<file path="config.mk">
export PLATFORM = sky130hd
export DESIGN_NAME = sst_encoder
export DESIGN_NICKNAME = d
export VERILOG_FILES = /design/src/hdl/sst_pkg.sv /design/src/hdl/sst_encoder.sv
export SDC_FILE = /design/constraint.sdc
export NUM_CORES = 1
export LEC_CHECK = 0
export BUFFER_PORTS_ARGS = -buffer_cell sky130_fd_sc_hd__buf_2
export CAP_MARGIN = 20
export CORE_UTILIZATION = 25
export DETAILED_ROUTE_END_ITERATION = 8
export GPL_ROUTABILITY_DRIVEN = 0
export REMOVE_ABC_BUFFERS = 1
export SLEW_MARGIN = 20
export SYNTH_ARGS = -nofsm -noshare
export SYNTH_HDL_FRONTEND = slang
export SYNTH_SLANG_ARGS = --single-unit
</file>
<file path="constraint.sdc">
create_clock -name vclk -period 1.5
set_input_delay 0.075 -clock vclk [all_inputs]
set_output_delay 0.075 -clock vclk [all_outputs]
set_load 0.02 [all_outputs]
</file>
<file path="src/hdl/sst_pkg.sv">
// sst_pkg: shared types and constants of the sorted tuple table.
// Holds request codes, result status codes, sequencer states and cell control.
// No dependencies.
`timescale 1ns / 1ps

package sst_pkg;

    localparam int SOURCE_BITS = 8;
    localparam int STATUS_BITS = 3;

    localparam logic FUNC_INSERT = 1'b0;
    localparam logic FUNC_DELETE = 1'b1;

    typedef enum logic [STATUS_BITS-1:0] {
        STAT_INSERTED  = 3'd0,
        STAT_DUPLICATE = 3'd1,
        STAT_DELETED   = 3'd2,
        STAT_NOT_FOUND = 3'd3,
        STAT_FULL      = 3'd4
    } status_t;

    typedef enum logic [1:0] {
        S_IDLE,
        S_CMP,
        S_ENC,
        S_UPD
    } state_t;

    typedef enum logic [1:0] {
        OP_HOLD,
        OP_INSERT,
        OP_DELETE
    } cell_op_t;

    typedef struct packed {
        logic     compare;
        cell_op_t op;
    } cell_ctl_t;

endpackage

</file>
<file path="src/hdl/sst_encoder.sv">
// sst_encoder: turns the per-cell compare flags into a table index.
// Picks the matching slot, else the end of the key run.
// Depends on sst_pkg.
`timescale 1ns / 1ps

module sst_encoder import sst_pkg::*; #(
    parameter int TABLE_DEPTH = 64,
    parameter int CNT_BITS    = 7
) (
    input  logic [TABLE_DEPTH-1:0] le_vec,
    input  logic [TABLE_DEPTH-1:0] hit_vec,
    output logic [CNT_BITS-1:0]    at,
    output logic                   found
);

    localparam logic [CNT_BITS-1:0] DEPTH_CNT = CNT_BITS'(TABLE_DEPTH);

    logic [TABLE_DEPTH-1:0] le_prev;
    logic [TABLE_DEPTH-1:0] bnd_vec;
    logic [CNT_BITS-1:0]    hit_idx;
    logic [CNT_BITS-1:0]    bnd_idx;

    assign le_prev = {le_vec[TABLE_DEPTH-2:0], 1'b1};
    assign bnd_vec = le_prev & ~le_vec;

    always_comb begin
        hit_idx = '0;
        bnd_idx = '0;
        for (int i = 0; i < TABLE_DEPTH; i++) begin
            if (hit_vec[i]) begin
                hit_idx = hit_idx | CNT_BITS'(i);
            end
            if (bnd_vec[i]) begin
                bnd_idx = bnd_idx | CNT_BITS'(i);
            end
        end
    end

    assign found = |hit_vec;

    always_comb begin
        priority if (found) begin
            at = hit_idx;
        end else if (|bnd_vec) begin
            at = bnd_idx;
        end else begin
            at = DEPTH_CNT;
        end
    end

endmodule

</file>
Word level (Yosys, flattened, before mapping)
Index checks and enable logic that the tools add are counted.
W data, S select, Z words.

cells by class
  reductions and logical operators = 2
  muxes and demuxes = 129
  bitwise operators = 2

operators with widths
  cell               number
  $mux W6            64
  $mux W5            32
  $reduce_or A64 Y1  2
  $and A64 B64 Y64   1
  $mux W4            16
  $not A64 Y64       1
  $mux W3            8
  $mux W7            3
  $mux W2            4
  $mux W1            2

word-level totals
  logic and storage cells = 133
  bits of input ports = 128
  flip-flop bits (word level) = 0
  output and inout bits = 8

Depth between registers and ports, before layout
  depth after elaboration = 68
  mapped depth = 5
  mapped depth without buffers = 5

Least setup slack after synthesis
No wires, ideal clock.

  path kind = input -> output
  start point = in hit_vec[57]
  end point = out at[4]
  data arrival time = 1.569 ns
  data required time = 1.425 ns
  stages = 5
  slack = -0.144 ns
  cell sequence = nor4_1 > nand4_1 > nor3_2 > nand2_1 > a21boi_0

between the ends
  elaborated cells between the ends (all ways) = 9
  classes of those cells = mux: 8; reduce/logical: 1

RTL lines
  item               line               source
  from (decl)        sst_encoder.sv:11  input logic [TABLE_DEPTH-1:0] hit_vec,
  $reduce_or A64 Y1  sst_encoder.sv:39  assign found = |hit_vec;
  net found          sst_encoder.sv:13  output logic found
  $mux W7            sst_encoder.sv:42  priority if (found) begin
  to (decl)          sst_encoder.sv:12  output logic [CNT_BITS-1:0] at,

The timed path passes the listed nets, and every way through them passes these cells.

Worst setup path in the final report
  start point = in le_vec[41]
  end point = out at[6]

between the ends
  cells in the longest elaborated chain, start to end = 6

ends and longest elaborated chain
  item                    line               source
  from (decl)             sst_encoder.sv:10  input logic [TABLE_DEPTH-1:0] le_vec,
  $not A64 Y64            sst_encoder.sv:24  assign bnd_vec = le_prev & ~le_vec;
  $and A64 B64 Y64 *      sst_encoder.sv:24
  $reduce_or A64 Y1 *     sst_encoder.sv:44  end else if (|bnd_vec) begin
  $mux W7 *               sst_encoder.sv:44
  $mux W7 * (2 in a row)  sst_encoder.sv:42

Every way passes the cells marked *; elsewhere a longest branch is shown, timed or not. The select of a mux whose other input is x is not followed.

==> flow_summary.yaml <==
setup_path:
  critPathLaunchType: "input port"
  timing.critical_path.cells: "buf_2 > and2b_2 > a2111oi_4 > buf_4 > nand4_1 > nor4_2 > buf_4"
  crit_path_top_delay_cell: "sky130_fd_sc_hd__nor4_2"
  cp_max_fo: 2
  cpMostUsedCell: "sky130_fd_sc_hd__buf_4"
  cp_data_required_time_ns: 1.42
  timing.setup.critical_path_class: "in2out"
  critical-path-max-stage-delay_ns: 0.30
  critical_path.endpoint_type: "primary output"
  worst_path_arrival_ns: 1.51
die:
  die_width_um: 70.8
  core-area_um2: 4440
  start_util: 0.266
  rows: 24
  die-area_um2: 5010
  die_y_um: 70.8
  num_ports: 136
global_routing:
  first_global_vias: 2421
  number_of_antenna_violations_at_the_first_check_in_global_routing: 0
  total_grt_usage: 0.258
  gr-total-overflow: 0
  wire_length_of_the_first_global_routing_pass_um: 10600
  maximum_number_of_pins_on_one_net_before_global_route_repair: 6
route:
  detail_route.iter0.violations: 114
  remaining_drc_errors: 26
  antenna_left: 0
  met3RoutedLength_um: 453
  maxUsedRoutingLayer: "met4"
  route.layer.met1.wl_um: 2800
  num_vias: 2522
  met2RoutedLength_um: 3990
  drt-total-wl_um: 7400
  wire_per_inst_um: 15.9
  vias_per_cell: 5.42
  detail_route.first_pass.iterations: 6
sta:
  post-route-period-util: 1.06
  final_setup_violating_endpoints: 5
  slew_violations: 0
  final_period_minus_worst_setup_slack_ns: 1.59
  timing_worst_slew_pin_value_ns: 0.532
  timing.slew.headroom: 0.642
  rsz0062_at_grt: "true"
  final_hold_viol_count: 0
  fmaxAchievable_mhz: 630
  worst_slack_ns: -0.0861
  hold_ws_ns: 0.591
worst_hold_path:
  hold_path.class: "in2out"
  hold-path-cell-count: 6
yosys:
  total_number_of_yosys_warnings: 0
  synth_most_common_cell: "sky130_fd_sc_hd__nor4_1"
  count_of_distinct_cell_types_in_the_synthesized_netlist: 23
  synthesis.area_um2: 1180
  synth_sequential_area_ratio: 0
  synth_area_leaders: "sky130_fd_sc_hd__nor4_1, sky130_fd_sc_hd__nor2b_1, sky130_fd_sc_hd__nand4_1"
  post_synth_most_frequent_cells: "sky130_fd_sc_hd__nor4_1, sky130_fd_sc_hd__nor2b_1, sky130_fd_sc_hd__inv_1, sky130_fd_sc_hd__nand4_1, sky130_fd_sc_hd__nand2_1"
  synth_largest_area_cell: "sky130_fd_sc_hd__nor4_1"
  synth_top_area_frac: 0.222
  postSynthCellCount: 185
  synthesis.area_per_instance_um2: 6.39
layout:
  final_util: 0.704
  diodes: 0
  nClkBuffers: 0
  seq_cell_count: 0
  seq_area_um2: 0
  num-nets-final: 543
  layout-drive-gt1-share: 0.700
  area.growth.synth_to_final_pct: 164
placed_design:
  placement.setup.worst_slack_ns: -0.410
  portBuffers: 136
  hpwl_um: 5590
job:
  cap_viol_max_count: 0
power_and_ir_drop:
  p_per_area_nw_per_um2: 240
  cellLeakagePower_nw: 1.42
  vdd_drop_max_mv: 0.170
outcome:
  failed_checks: "DRC, setup timing"
  status: "complete, but fails checks"
==> through the flow <==
step,instances,power [mW],area (um2),TNS [ns]
after CTS,461,0.665,2890,-0.132
after floorplan,185,0.169,1180,-0.712
final,465,0.750,3130,-0.208
after global placement,455,0.572,2540,-1.80
after detailed placement,455,0.578,2540,-1.87
after global routing,465,0.799,3130,-0.959
==> power breakdown <==
part	internal [mW]	switching, mW
logic	0.408	0.342
clock network	0	0
registers	0	0
total	0.408	0.342
==> per-layer routing <==
layer,GRT usage,vias to the layer above
met3,0.0114,16
met2,0.542,115
met4,0.0200,0
li1,-,1199
met5,0,-
met1,0.291,1192
==> timing repair <==
action | 4_1_cts | 5_1_grt
setup endpoints to repair | 8 | 8
hold buffers | 0 | 0
resized for setup | 65 | 43
gates cloned | 0 | 0
pin swaps | 24 | 14
buffers inserted | 6 | 5
==> worst max-delay path, delay by kind of cell <==
| kind | cells | cell delay, ns |
|---|---|---|
| AO/OA/AOI/OAI | 1 | 0.29 |
| buffers and inverters | 3 | 0.46 |
| AND/OR/NAND/NOR | 3 | 0.68 |
==> cell families after synthesis <==
kind of cell           after synthesis  share of synthesized area
AOI/OAI and AO/OA                   30                      0.253
buffers and inverters               16                     0.0508
and+or+nand+nor                    139                      0.696
==> area by class of cell <==
class                           instances  area, um2
Fill cell                             379       1320
Inverter                               16       60.1
Multi-Input combinational cell        169       1540
Tap cell                               52       65.1
Timing Repair Buffer                  228       1460
==> worst paths after layout <==
path / start / to / slack [ns]
setup / recovery: le_vec[41] / at[6] / -0.09
hold / removal: hit_vec[39] / at[0] / 0.59
==> cells in the final DEF, fill, tap and decap left out, types with 3 or more instances in the layout <==
cell type and n:
sky130_fd_sc_hd__o21ai_0 5, sky130_fd_sc_hd__a2111oi_4 8, sky130_fd_sc_hd__buf_6 11, sky130_fd_sc_hd__nor4_1 24, sky130_fd_sc_hd__nand3_1 5, sky130_fd_sc_hd__nand4_1 15, sky130_fd_sc_hd__buf_2 124, sky130_fd_sc_hd__o21ai_2 3
sky130_fd_sc_hd__nand2b_1 4, sky130_fd_sc_hd__nor2_1 7, sky130_fd_sc_hd__a2111oi_2 7, sky130_fd_sc_hd__nor2b_4 7, sky130_fd_sc_hd__nor2b_2 5, sky130_fd_sc_hd__nor4_2 12, sky130_fd_sc_hd__nor4_4 8, sky130_fd_sc_hd__nor3_2 3
sky130_fd_sc_hd__nand2_1 13, sky130_fd_sc_hd__nor2b_1 28, sky130_fd_sc_hd__inv_1 16, sky130_fd_sc_hd__buf_4 91
No activity file was read; power rests on OpenSTA's default activity.
