[src/hdl/sst_pkg.sv]
// sst_pkg: shared types and constants of the sorted tuple table.
// Holds request codes, result status codes, sequencer states and cell control.
// No dependencies.
`timescale 1ns / 1ps

package sst_pkg;

    localparam int SOURCE_BITS = 8;
    localparam int STATUS_BITS = 3;

    localparam logic FUNC_INSERT = 1'b0;
    localparam logic FUNC_DELETE = 1'b1;

    typedef enum logic [STATUS_BITS-1:0] {
        STAT_INSERTED  = 3'd0,
        STAT_DUPLICATE = 3'd1,
        STAT_DELETED   = 3'd2,
        STAT_NOT_FOUND = 3'd3,
        STAT_FULL      = 3'd4
    } status_t;

    typedef enum logic [1:0] {
        S_IDLE,
        S_CMP,
        S_ENC,
        S_UPD
    } state_t;

    typedef enum logic [1:0] {
        OP_HOLD,
        OP_INSERT,
        OP_DELETE
    } cell_op_t;

    typedef struct packed {
        logic     compare;
        cell_op_t op;
    } cell_ctl_t;

endpackage

[src/hdl/sst_cell.sv]
// sst_cell: one slot of the sorted tuple chain.
// Compares its tuple with the request and shifts with its neighbors.
// Depends on sst_pkg.
`timescale 1ns / 1ps

module sst_cell import sst_pkg::*; #(
    parameter int IDX        = 0,
    parameter int KEY_BITS   = 16,
    parameter int VALUE_BITS = 32,
    parameter int CNT_BITS   = 7
) (
    input  logic                   aclk,
    input  logic                   aresetn,
    input  cell_ctl_t              ctl,
    input  logic [CNT_BITS-1:0]    count,
    input  logic [CNT_BITS-1:0]    at,
    input  logic [KEY_BITS-1:0]    req_key,
    input  logic [VALUE_BITS-1:0]  req_value,
    input  logic [SOURCE_BITS-1:0] req_source,
    input  logic [KEY_BITS-1:0]    left_key,
    input  logic [VALUE_BITS-1:0]  left_value,
    input  logic [SOURCE_BITS-1:0] left_source,
    input  logic [KEY_BITS-1:0]    right_key,
    input  logic [VALUE_BITS-1:0]  right_value,
    input  logic [SOURCE_BITS-1:0] right_source,
    output logic [KEY_BITS-1:0]    key,
    output logic [VALUE_BITS-1:0]  value,
    output logic [SOURCE_BITS-1:0] source,
    output logic                   le,
    output logic                   hit
);

    localparam logic [CNT_BITS-1:0] MY_IDX = CNT_BITS'(IDX);

    logic [KEY_BITS-1:0]    key_reg, key_next;
    logic [VALUE_BITS-1:0]  value_reg, value_next;
    logic [SOURCE_BITS-1:0] source_reg, source_next;
    logic                   le_reg, hit_reg;
    logic                   slot_valid;

    assign slot_valid = MY_IDX < count;

    always_ff @(posedge aclk) begin
        if (!aresetn) begin
            le_reg  <= 1'b0;
            hit_reg <= 1'b0;
        end else if (ctl.compare) begin
            le_reg  <= slot_valid && (key_reg <= req_key);
            hit_reg <= slot_valid && (key_reg == req_key) && (value_reg == req_value)
                       && (source_reg == req_source);
        end
    end

    always_comb begin
        key_next    = key_reg;
        value_next  = value_reg;
        source_next = source_reg;
        unique case (ctl.op)
            OP_HOLD: begin
            end
            OP_INSERT: begin
                if (MY_IDX > at) begin
                    key_next    = left_key;
                    value_next  = left_value;
                    source_next = left_source;
                end else if (MY_IDX == at) begin
                    key_next    = req_key;
                    value_next  = req_value;
                    source_next = req_source;
                end
            end
            OP_DELETE: begin
                if (MY_IDX >= at) begin
                    key_next    = right_key;
                    value_next  = right_value;
                    source_next = right_source;
                end
            end
            default: begin
            end
        endcase
    end

    always_ff @(posedge aclk) begin
        key_reg    <= key_next;
        value_reg  <= value_next;
        source_reg <= source_next;
    end

    assign key    = key_reg;
    assign value  = value_reg;
    assign source = source_reg;
    assign le     = le_reg;
    assign hit    = hit_reg;

endmodule

[config.mk]
export PLATFORM = sky130hd
export DESIGN_NAME = sst_cell
export DESIGN_NICKNAME = d
export VERILOG_FILES = /design/src/hdl/sst_pkg.sv /design/src/hdl/sst_cell.sv
export SDC_FILE = /design/constraint.sdc
export NUM_CORES = 1
export LEC_CHECK = 0
export ABC_AREA = 0
export BUFFER_PORTS_ARGS = -buffer_cell sky130_fd_sc_hd__buf_2
export CAP_MARGIN = 5
export CORE_ASPECT_RATIO = 0.8
export CORE_UTILIZATION = 37
export CTS_CLUSTER_SIZE = 16
export DETAILED_ROUTE_END_ITERATION = 6
export PLACE_DENSITY = 0.76
export SYNTH_ARGS = -nofsm -noshare
export SYNTH_HDL_FRONTEND = slang
export SYNTH_SLANG_ARGS = --single-unit
[constraint.sdc]
create_clock -name aclk -period 3.8 [get_ports aclk]
set_input_delay 0.76 -clock aclk [delete_from_list [all_inputs] [get_ports aclk]]
set_output_delay 0.76 -clock aclk [all_outputs]
set_load 0.02 [all_outputs]
# Yosys cells after proc, flatten, opt, wreduce, memory -nomap -nowiden
# Index checks and enable logic that the tools add are counted.
[word_totals] ff_bits=58 latch_bits=0 ramBits=0 romBits=0 out_inout_bits=58 wordCells=35 n_memories=0
[classes] addsub=0 multipliers=0 div=0 n_lt_le_gt_ge=4 eq_ne=7 n_shift=0 mux=12 bitwise=0 n_reduce_logical=7
[op_table] operator="$mux 32" n=3
[op_table] operator="$pmux 32 s2" n=1
[op_table] operator="$mux 16" n=3
[op_table] operator="$eq 32x32->1" n=1
[op_table] operator="$pmux 16 s2" n=1
[op_table] operator="$mux 8" n=3
[op_table] operator="$eq 16x16->1" n=1
[op_table] operator="$le 16x16->1" n=1
[op_table] operator="$pmux 8 s2" n=1
[op_table] operator="$eq 8x8->1" n=1
[op_table] operator="$ge 1x7->1 const A" n=1
[op_table] operator="$gt 1x7->1 const A" n=1
[op_table] operator="$logic_not 7->1" n=1
[op_table] operator="$lt 1x7->1 const A" n=1
[op_table] operator="$logic_and 1x1->1" n=4
[op_table] operator="$ne 3x3->1 const B" n=1
[op_table] operator="$reduce_and 3->1" n=1
[op_table] operator="$eq 2x1->1 const B" n=1
[op_table] operator="$eq 2x2->1 const B" n=1
[op_table] operator="$ne 2x2->1 const B" n=1
[op_table] operator="$reduce_bool 2->1" n=1

# Longest topological paths before layout
# Gate-level depths: netlist of run 1.
[depth] depth_word=4 mapped_depth=7 depth_no_buf=7

# Least setup slack after synthesis of run 1
# No wires, ideal clock.
[synth_timing] path_kind="input -> register" start="input port at[3]" end="register key_reg[0] (netlist: key[0]) (enable)" arrival_time_ns=3.458 t_required_ns=3.330 slack_ns=-0.127 cell_stages=3 n_path_buf=0 path_cell_list="nor4_1 -> nand3_1 -> nor2_1"
[synth_between] elab_chain_cells=3 elab_cells_between_ends=6 cone_classes="order compare: 2; eq/ne: 2; reduce/logical: 2"
[synth_rtl] item="start: declaration" line_no="sst_cell.sv:16" text="input logic [CNT_BITS-1:0] at,"
[synth_rtl] item="$gt 1x7->1, or another cell as far along" line_no="sst_cell.sv:62" text="if (MY_IDX > at) begin"
[synth_rtl] item="$ne 3x3->1 (no line) / $ne 2x2->1 (equally long branches)"
[synth_rtl] item="$reduce_and 3->1 (no line) *"
[synth_rtl] item="end signal: assignment" line_no="sst_cell.sv:85" text="key_reg <= key_next;"
[synth_rtl] item="end: declaration" line_no="sst_cell.sv:35" text="logic [KEY_BITS-1:0] key_reg, key_next;"
# Mark *: on every way between the ends. The rest lies on a longest branch, timed or not.
# A chain may end at the register's enable or synchronous reset.

# Final worst setup path of run 1
[layout_timing] start="input port at[3]" end="register value_reg[26] (netlist: value[26]) (enable)"
[layout_between] elab_chain_cells=3 elab_cells_between_ends=6 cone_classes="order compare: 2; eq/ne: 2; reduce/logical: 2"
[layout_rtl] item="$gt 1x7->1, or another cell as far along" line_no="sst_cell.sv:62"
[layout_rtl] item="$ne 3x3->1 (no line) / $ne 2x2->1 (equally long branches)"
[layout_rtl] item="$reduce_and 3->1 (no line) *"
[layout_rtl] item="end signal: assignment" line_no="sst_cell.sv:86" text="value_reg <= value_next;"
[layout_rtl] item="end: declaration" line_no="sst_cell.sv:36" text="logic [VALUE_BITS-1:0] value_reg, value_next;"
# Marks and branches as above.

==> summary.md, run 1 <==
| Metric | Value |
|---|---|
| CP max FO | 55 |
| CTS tree | built |
| Detailed-route via count | 2,801 |
| Tcrit/Tclk final | 54.3% |
| Number of global-route vias before repair | 2,707 |
| YS warnings | 0 |
| RSZ-0062 raised after global routing | false |
| CTS Buffer Depth | 2 |
| Critical path endpoint category | register |
| Slowest stage cell, crit path | buf_4 |
| Final Hold Viols | 0 |
| Synth top area cells | edfxtp_1 (51%), mux2_2 (14%), xnor2_1 (6.9%) |
| Slew Limit Fails | 0 |
| Seq cells post-synth | 58 |
| Root Buffer | clkbuf_8 |
| Total track usage | 17.7% |
| Remaining Overflow, GRT | 0 |
| Syn-to-layout area delta | 39.1% |
| Count leader, synth | edfxtp_1 |
| Max-cap violations | 0 |
| ANT cells | 0 |
| Cell area after synthesis | 3300 um2 |
| Final setup viols | 0 |
| Most frequent cells after synthesis | edfxtp_1 (56), mux2_2 (40), xnor2_1 (26) |
| Worst Max-Slew Pin Slew | 724 ps |
| # hold bufs at CTS | 0 |
| CTS Buf Count | 9 |
| CP endpoint | value[26]$_DFFE_PP_ |
| First-pass GRT wire length | 12,300 um |
| Critical Path Source | at[3] |
| Rows | 30 |
| Non-filler cells, final | 579 |
| Largest area contributor in the synthesized netlist | edfxtp_1 |
| Post-Place Cells | 563 |
| Seq/Total Area, Yosys | 52.1% |
| Overall power | 1.52 mW |
| CP Class | in -> reg |
| Fin area | 4590 um2 |
| Worst rel slew slack | 51.7% |
| Drt first pass iters | 4 |
| FF/Latch Area | 1720 um2 |
| Startpoint type of the worst setup path | input port |
| Clock transition at path regs | 60 ps |
| Largest net degree at the start of global routing | 56 |
| CTS Sinks | 58 |
| Die area | 9310 um2 |
| Max reg flops | 32 |
| Die H | 86.5 um |
| WP data required | 3750 ps |
| Area of the multi-input gates | 1490 um2 |
| R2R depth | 6 |
| Leak | 1.97 nW |
| Avg Vias per Cell | 4.84 |
| Worst r2r dst | hit$_SDFFE_PN0P_ |
| DRC viols | 0 |
| Post-route ant nets | 0 |
| Proportion of layout cells with a drive suffix above 1 | 53.1% |
| VDD IR max | 0.179 mV |
| Maximum clock rate | 0.485 GHz |
| Postcts setup bufs | 0 |
| GPL Wtd Cong | 0.785 |
| Final min period | 2060 ps |
| Clk_lat worst skew | 330 ps |
| Drt total wl | 8310 um |
| CP arrival | 2020 ps |
| Setup TNS Final | 0 ps |
| Crit-path max cell delay | 590 ps |
| Ys async rst share | 0% |
| Routed len/inst | 14.4 um |
| Outcome | finished, final reports clean |
| Final Skew | 6.82 ps |
| R2R setup slack | 1920 ps |
| Syn Nets | 471 |
| # port buffers | 188 |
| Power per cell area | 331 nW/um2 |
| Nets@finish | 665 |
| Initial antenna violation count | 0 |
| Post-synthesis cell count | 268 |
| Predominant post-synthesis flop cell | edfxtp_1 |
| Post-synthesis cell type count | 31 |
| End-of-flow core utilization | 53.7% |
| Crit path cell chain | buf_2 -> nor4_1 -> nand3_1 -> nor2_4 -> buf_4 |
| Share of the synthesized area in the top cell type | 50.9% |
| Hold WC Path Type | reg -> reg |
| Syn_area_per_cell | 12.3 um2 |
| R2R Path Start | key[14]$_DFFE_PP_ |
| H-tree levels | 3 |
| CTS resizes | 0 |
| Starting Density | 38.6% |
| EDFF count, synth | 56 |
| Core area | 8560 um2 |
| Post-DP Area | 4390 um2 |
| Starting DRT DRC Count | 106 |
| Post-DP HPWL | 6570 um |
| I/O pin total | 245 |
| FILL cells | 774 |
| Die X-Extent | 108 um |
## final cells by class
cell class / instances / share of cell area, %
repair buffers: 191 / 21.0
clock inverters: 7 / 1.83
multi-input cells: 182 / 32.3
clock buffers: 9 / 2.70
well taps: 112 / 3.05
inverters: 20 / 1.63
flip-flops and latches: 58 / 37.5
## per-stage QoR
stage          hold slack (ps)  setup slack [ps]
3_5_place_dp               476              1390
6_report                   481              1740
5_1_grt                    515              1640
3_3_place_gp               468              1400
4_1_cts                    487              1730
2_1_floorplan              550               795
## where the power goes
group	switching [mW]	leakage (nW)	internal, mW
registers	0.00179	0.516	0.709
clock network	0.247	0.102	0.361
logic	0.0878	1.36	0.112
## layer usage
layer  track usage, %  vias up  share of wire, %
met5                0        -                 0
met4             7.35        0               2.1
li1                 -     1372                 -
met1             21.6     1290                42
met3             5.11       18               7.0
met2             29.3      121                48
## critical path: cells and delay by family
family / cells / cell delay, ps
buffers and inverters: 2 / 680
AND/OR/NAND/NOR: 3 / 540
## kinds of logic (layout without fill, tap and decap cells)
kind of cell    count (synthesis)  in the layout  synth area share (%)
compound gates                 35             35                  6.63
xor+xnor                       38             38                  10.1
fa+ha+maj                      16             16                  6.06
buf+inv                        28            227                  3.37
flops                          58             58                  52.1
mux                            40             40                  13.6
simple gates                   53             53                  8.11
## layout by cell type (no fill, tap or decap), drive strengths merged
cell and n:
edfxtp 56, bufinv 2, o41ai 1, clkinv 4, nand2 21, xnor2 26
ha 16, a31oi 1, inv 20, nand4 12, nand2b 1, a222oi 1
xor2 12, mux2 40, or2 1, nor3 2, a221oi 1, nor4 5
nand3 2, o22ai 1, clkinvlp 1, a211o 1, a21oi 6, nand3b 1
buf 191, clkbuf 9, nor2 5, or4 1, dfxtp 2, o211ai 1
nor2b 2, o32ai 1, o21ai 21
## worst min-delay path by stage
stage | startpoint | to | slack [ps] | cells after the start
2_1_floorplan | hit$_SDFFE_PN0P_ | hit$_SDFFE_PN0P_ | 550 | 2
3_3_place_gp | hit$_SDFFE_PN0P_ | hit$_SDFFE_PN0P_ | 470 | 2
3_5_place_dp | hit$_SDFFE_PN0P_ | hit$_SDFFE_PN0P_ | 480 | 2
4_1_cts | hit$_SDFFE_PN0P_ | hit$_SDFFE_PN0P_ | 490 | 2
5_1_grt | hit$_SDFFE_PN0P_ | hit$_SDFFE_PN0P_ | 520 | 2
6_report | hit$_SDFFE_PN0P_ | hit$_SDFFE_PN0P_ | 480 | 2
Note: power is estimated with default switching activity, not from simulation.
==> run 2: changes to the inputs <==
ABC_AREA = 1   (was 0)
CORE_UTILIZATION = 43   (was 37)
PLACE_DENSITY = 0.8   (was 0.76)
clock period = 1.9 ns   (was 3.8 ns; I/O delays follow)
==> run 2 against run 1 <==
Against the previous run: sequential share of layout area shrank 3.6 points; core utilization is 6.4 points higher; non-clock buffer count increased by 3; clock skew about the same; area after synthesis up 13%; clock power increased by 150%; first-iteration DRC count up 65%; routed wire length grew 15%; cell count up 25%; worst setup slack got worse by 1400 ps; power rose by 120%; critical endpoint is now hit$_SDFFE_PN0P_.
==> summary.md, run 2 <==
| Metric | Value |
|---|---|
| Commonest non-fill, non-tap cell in the layout | buf_2 |
| Post-synthesis cell count | 414 |
| Maximum clock rate | 0.630 GHz |
| # hold bufs at CTS | 0 |
| Detailed-route via count | 3,365 |
| Die H | 85.4 um |
| Ys async rst share | 0% |
| Drt first pass iters | 6 |
| Avg Vias per Cell | 4.63 |
| Syn-to-layout area delta | 35.9% |
| First-pass GRT wire length | 14,600 um |
| Total track usage | 20.9% |
| Fin area | 5080 um2 |
| Final Skew | 7.24 ps |
| Clk_lat worst skew | 330 ps |
| Final setup viols | 0 |
| Starting DRT DRC Count | 175 |
| DRC viols | 0 |
| CTS tree | built |
| YS warnings | 0 |
| # port buffers | 188 |
| Seq cells post-synth | 58 |
| Tcrit/Tclk final | 83.6% |
| Share of the synthesized area in the top cell type | 45.0% |
| Die area | 9060 um2 |
| Critical path endpoint category | register |
| CTS resizes | 0 |
| Cell area after synthesis | 3730 um2 |
| Rows | 30 |
| ANT cells | 0 |
| Count leader, synth | nand2_1 |
| FILL cells | 755 |
| CTS Sinks | 58 |
| Nets@finish | 812 |
| Post-synthesis cell type count | 24 |
| Max-cap violations | 0 |
| Power per cell area | 668 nW/um2 |
| Largest net degree at the start of global routing | 45 |
| CP max FO | 2 |
| Starting Density | 44.2% |
| Drt total wl | 9530 um |
| H-tree levels | 3 |
| CP arrival | 1850 ps |
| RSZ-0062 raised after global routing | false |
| Synth top area cells | edfxtp_1 (45%), nand2_1 (8.7%), mux2_4 (8.0%) |
| Most frequent cells after synthesis | nand2_1 (87), inv_1 (68), nor2_1 (68) |
| Die X-Extent | 106 um |
| Slew Limit Fails | 0 |
| Most frequent cells in the layout | buf_2 (188), nand2_1 (87), nor2_1 (68), inv_1 (67), edfxtp_1 (56) |
| CTS Buf Count | 9 |
| Proportion of layout cells with a drive suffix above 1 | 41.4% |
| Predominant post-synthesis flop cell | edfxtp_1 |
| Number of global-route vias before repair | 3,167 |
| Post-DP HPWL | 7450 um |
| Startpoint type of the worst setup path | register |
| Post-route ant nets | 0 |
| CTS Buffer Depth | 2 |
| Routed len/inst | 13.1 um |
| Outcome | finished, final reports clean |
| WP data required | 2160 ps |
| Largest area contributor in the synthesized netlist | edfxtp_1 |
| Post-DP Area | 4820 um2 |
| Postcts setup bufs | 0 |
| Leak | 2.59 nW |
| Remaining Overflow, GRT | 0 |
| I/O pin total | 245 |
| Seq/Total Area, Yosys | 46.1% |
| Hold WC Path Type | in -> reg |
| Core area | 8450 um2 |
| EDFF count, synth | 56 |
| Initial antenna violation count | 0 |
| Root Buffer | clkbuf_8 |
| Syn_area_per_cell | 9.02 um2 |
| Worst rel slew slack | 80.5% |
| Syn Nets | 617 |
| End-of-flow core utilization | 60.1% |
| Clock transition at path regs | 70 ps |
| VDD IR max | 0.334 mV |
| CP Class | reg -> reg |
| Worst Max-Slew Pin Slew | 292 ps |
| Max reg flops | 32 |
| Final Hold Viols | 0 |
| Final min period | 1590 ps |
| GPL Wtd Cong | 0.797 |
run 2: final timing paths:
| kind | startpoint | endpoint | slack [ps] | cells after the start |
|---|---|---|---|---|
| worst min-delay path | aresetn | hit$_SDFFE_PN0P_ | 310 | 3 |
| worst max register to register | key[13]$_DFFE_PP_ | hit$_SDFFE_PN0P_ | 310 | 8 |
| worst min register to register | hit$_SDFFE_PN0P_ | hit$_SDFFE_PN0P_ | 470 | 2 |
| worst max-delay path | key[13]$_DFFE_PP_ | hit$_SDFFE_PN0P_ | 310 | 8 |
run 2: per-layer routing:
metal / global-route usage, % / wire (um) / up-vias
met5: 0 / 0 / -
li1: - / - / 1738
met1: 26.6 / 4430 / 1494
met3: 5.76 / 508 / 2
met2: 35.0 / 4580 / 131
met4: 5.56 / 10 / 0
run 2: worst max-delay path: stages, from the launching register on:
cell	delay, ps
edfxtp_1	410
ha_1	320
nand2_1	90
nor3_1	180
buf_4	150
nand3b_1	90
nor2_1	110
nand2_1	60
a21oi_1	120
run 2: area by class of cell:
class / count / area (um2) / area share (%)
clock buffers: 10 / 128 / 2.51
inverters: 68 / 258 / 5.08
flip-flops and latches: 58 / 1720 / 33.9
repair buffers: 194 / 1040 / 20.4
multi-input cells: 278 / 1660 / 32.8
well taps: 112 / 140 / 2.76
clock inverters: 6 / 129 / 2.54
run 2: cell families (layout without fill, tap and decap cells):
group / after synthesis / in the layout / synth area share, %
AND/OR/NAND/NOR: 167 / 167 / 17.5
multiplexers: 23 / 23 / 8.94
buffers and inverters: 78 / 278 / 9.72
XOR/XNOR: 7 / 7 / 1.64
adder cells (fa/ha/maj): 16 / 16 / 5.36
AO/OA/AOI/OAI: 65 / 65 / 10.8
flip-flops: 58 / 58 / 46.1
run 2: per-stage QoR:
stage               hold slack, ps  power [mW]  instances  TNS (ps)  setup WS (ps)
floorplan                      512        1.72        414    -28540           -510
global placement               451        1.89        710         0            208
detailed placement             459        1.91        710         0            160
CTS                            290        3.43        726         0            300
global route                   308        3.53        726         0            208
finish                         314        3.39        726         0            312
run 2: power by group:
group          switching (mW)  internal, mW  total [mW]
clock                   0.508         0.999        1.51
sequential            0.00319          1.42        1.42
combinational           0.221         0.241       0.462
